## config.mk

```make
export PLATFORM = sky130hd
export DESIGN_NAME = mpas_ram
export DESIGN_NICKNAME = d
export VERILOG_FILES = /design/src/rtl/core/mpas_ram.sv
export SDC_FILE = /design/constraint.sdc
export NUM_CORES = 1
export LEC_CHECK = 0
export ABC_AREA = 1
export BUFFER_PORTS_ARGS = -buffer_cell sky130_fd_sc_hd__buf_2
export CAP_MARGIN = 20
export CORE_ASPECT_RATIO = 1.75
export CORE_UTILIZATION = 45
export CTS_BUF_LIST = sky130_fd_sc_hd__clkbuf_2
export DETAILED_ROUTE_END_ITERATION = 10
export GPL_ROUTABILITY_DRIVEN = 0
export PLACE_DENSITY = 0.6
export SYNTH_ARGS = -nofsm -noshare
export SYNTH_HDL_FRONTEND = slang
export SYNTH_SLANG_ARGS = --single-unit
```

## constraint.sdc

```tcl
create_clock -name clk -period 4.4 [get_ports clk]
set_input_delay 0.44 -clock clk [delete_from_list [all_inputs] [get_ports clk]]
set_output_delay 0.44 -clock clk [all_outputs]
set_load 0.03 [all_outputs]
```

## src/rtl/core/mpas_ram.sv

```systemverilog
`timescale 1ns / 1ps
// Generic single-write, single-read RAM with registered, write-first read.
// Self-contained; instantiated for the operand and result limb stores.

module mpas_ram #(
  parameter int WIDTH = 32,
  parameter int DEPTH = 32,
  localparam int AW   = (DEPTH > 1) ? $clog2(DEPTH) : 1
) (
  input  logic             clk,
  input  logic             we,
  input  logic [AW-1:0]    waddr,
  input  logic [WIDTH-1:0] wdata,
  input  logic [AW-1:0]    raddr,
  output logic [WIDTH-1:0] rdata
);

  logic [WIDTH-1:0] mem [DEPTH];
  logic [WIDTH-1:0] rdata_r;

  // Write, then register the read; a same-address write passes through
  always_ff @(posedge clk) begin
    if (we) begin
      mem[waddr] <= wdata;
    end
    if (we && (waddr == raddr)) begin
      rdata_r <= wdata;
    end else begin
      rdata_r <= mem[raddr];
    end
  end

  assign rdata = rdata_r;

endmodule

```

---- Word level (Yosys, flattened, before mapping) ----
Memories as Yosys holds them, arrays and structs flattened. A register that Yosys moved wholly into a read port is not among the register bits.
Index checks and enable logic that the tools add are counted.
word-level totals
  memories kept ........................... 1
  logic and storage cells ................. 3
  flip-flop bits (word level) ............. 0
  bits in writable memories ............... 1024
  bits of input ports ..................... 44
  output and inout bits ................... 32
cells by class
  mux-type cells .......................... 2
memories
  memory  words  bits a word  read ports  clocked after Yosys merged registers in  write ports  line  text
  mem     32     32           1           1                                        1            18    logic [WIDTH-1:0] mem [DEPTH];
operators by type and width
  kind              number
  2-to-1 mux 1 bit  2

---- Logic depth before layout (Yosys ltp) ----
  depth in word-level cells ............... 2
  gate-level depth with buffers ........... 12
  mapped depth without buffers ............ 9

---- Worst setup path before layout ----
Ideal clock, no wire load.
  path type ............................... input port to flip-flop
  from .................................... input port waddr[0]
  to ...................................... memory mem[0][0], enable pin
  setup slack ............................. 1884 ps
  path buffers ............................ 0
  arrival time ............................ 2095 ps
  required time ........................... 3979 ps
  cell stages on the path ................. 3
  cells stage by stage .................... inv_1 nand3_1 nor2_1
RTL lines
  item         line  text
  from (decl)  12    input logic [AW-1:0] waddr,
  to (decl)    18
No word-level cell before the write port.

==> reports/results.ini <==
[drt]
ant_nets=0
wire_per_inst_um=22.6
met1_length_um=44000
drt_first_pass_iters=7
drt-total-wl_um=115000
drc=0
via_per_inst=5.44
first_iter_violations=2815
met3_length_um=6610
top_layer=met5
vias=27800
wl_met2_um=61400

[global_route]
grt_pass1_vias=27100
antenna_found_initial=5
grt_remaining_overflow=0
grt_usage_pct=24.8
grt_pass1_wl_um=170000
grt_max_degree=147

[pwr]
switching_share_pct=25.4
seqPwrFrac_pct=60.0
leakage_nw=17.5
p_total_mw=18.2
peakVddDrop_mv=0.197
p_sw_mw=4.63
p_comb_share_pct=7.9
pwr-share-clk_pct=32.2
p_int_mw=13.6
p_per_area_mw_per_mm2=390

[sta]
fin_crit_sh_pct=95.9
slew_headroom_pct=24.5
hold_viol=0
worst_slack_ps=181
rsz0062_at_grt=no
drv_slew=0
max_freq_ghz=0.237
finalSetupTns_ps=0
layout_min_cycle_time_ps=4220
worstMarginPinSlew_ps=1130
finalSetupViolCount=0

[logic_synthesis]
synth_cells=3509
yosys.area.top_type=edfxtp_1
syn_nets=3553
yosys_warnings=0
ys_ff_latch=1029
synthesis.area_mm2=0.0419
synthTopCellsByArea=edfxtp_1 73%, nand2_1 13%, nand3_1 9.3%
ys_types=14
yosys.area.top_type_share_pct=73.4
seq_area_frac_synth_pct=73.7
avgSynthCellArea_um2=11.9

[status]
outcome=finished clean

[placement]
place_ws_ps=1430
placed_area_mm2=0.0433
place_inst=4632
hpwl_um=58700
io_buffers=75

[finish]
final_cell_mix=1440 x nand2_1, 1024 x edfxtp_1, 780 x nand3_1
layout.nets=3812
layout-drive-gt1-share_pct=14.1
final_cell_count_no_fill=5119
layout_commonest_cell=nand2_1
fin_area_mm2=0.0466
n_fill_cell=8133
largest_registers=mem (1024)
syn_to_final_growth_pct=11.4
regMostFlops=mem
largest_reg_flops=1024

[clock_network]
clock-sinks=1029
cts_made_buffers=214
cts_buffer_depth=3
path_clk_slew_ps=120
htree_levels=4
cts_root_buf=clkbuf_2
cts_tree=built

[worst_hold_path]
min_from=raddr[4]
min_path_type=input port to flip-flop

[floorplan]
floorplan.rows=147
dieArea_mm2=0.0943
initial_core_util_pct=45.5
fp.dieH_um=405
core_mm2=0.0920
ioPinCount=76
die_x_um=233

[critical_path]
arrival_ps=3780
setup.worst_path.start_class=flip-flop
worstSetupPathType=flip-flop to output pin
cp-end-kind=output pin
cp_data_required_time_ps=3960
cp_max_fo=37

[job]
drv_cap=0

-- synth_stat cells --
cell type / count
nor2_1: 32
buf_1: 18
nand2_1: 1440
inv_8: 1
buf_2: 83
inv_1: 7
buf_6: 66
edfxtp_1: 1024
buf_4: 24
nand3_1: 780
dfxtp_1: 5
buf_8: 3
clkbuf_1: 24
inv_2: 2
-- metrics by stage --
stage	hold slack (ps)	utilization (%)
2_1_floorplan	468	-
3_3_place_gp	544	47.0
3_5_place_dp	544	47.0
4_1_cts	28.8	50.3
5_1_grt	114	50.7
6_report	208	50.7
-- routing by layer --
metal,track usage [%],vias up
li1,-,12900
met1,29.5,13700
met3,3.69,231
met2,44.6,1033
met4,9.75,6
met5,0,-
-- final timing paths --
check | endpoint | slack [ps] | cells past startpoint
max | rdata[8] | 180 | 7
min | flip-flop | 210 | 3
-- cells by family after synthesis --
kind of cell	share of synthesized area [%]
simple gates	22.5
flops	73.7
buf+inv	3.79
-- power by group through the flow --
stage | registers, mW | logic [mW] | clock network (mW)
after floorplan | 11.1 | 0.848 | 0
after global placement | 11.1 | 1.30 | 0
after detailed placement | 11.1 | 1.31 | 0
after CTS | 10.9 | 1.40 | 6.02
after global routing | 10.9 | 1.56 | 6.43
final | 10.9 | 1.43 | 5.86
-- what timing repair did --
| action | in CTS | in global routing |
|---|---|---|
| setup endpoints to repair | 15 | 8 |
| hold buffers | 92 | 0 |
| hold endpoints to repair | 1749 | 0 |
| gates cloned | 3 | 0 |
| buffers inserted | 1 | 2 |
| gates resized for setup | 5 | 1 |
-- critical path: stages, from the launching register on --
cell and delay, ps:
dfxtp_4 370, buf_4 440, buf_4 730, nand2_1 250, nand2_1 150, nand2_1 60
nand2_1 100, buf_2 220
-- layout make-up --
class	count	area, um^2	area share [%]
antenna	2	5.00	0.0107
clock buffer	320	1600	3.43
clock inverter	53	384	0.824
inverter	10	77.6	0.166
multi-input combinational	2252	9670	20.7
sequential	1029	30900	66.2
tap	1192	1490	3.20
timing repair buffer	260	2530	5.43
timing repair inverter	1	8.76	0.0188
Power figures use the tool's default switching activity.
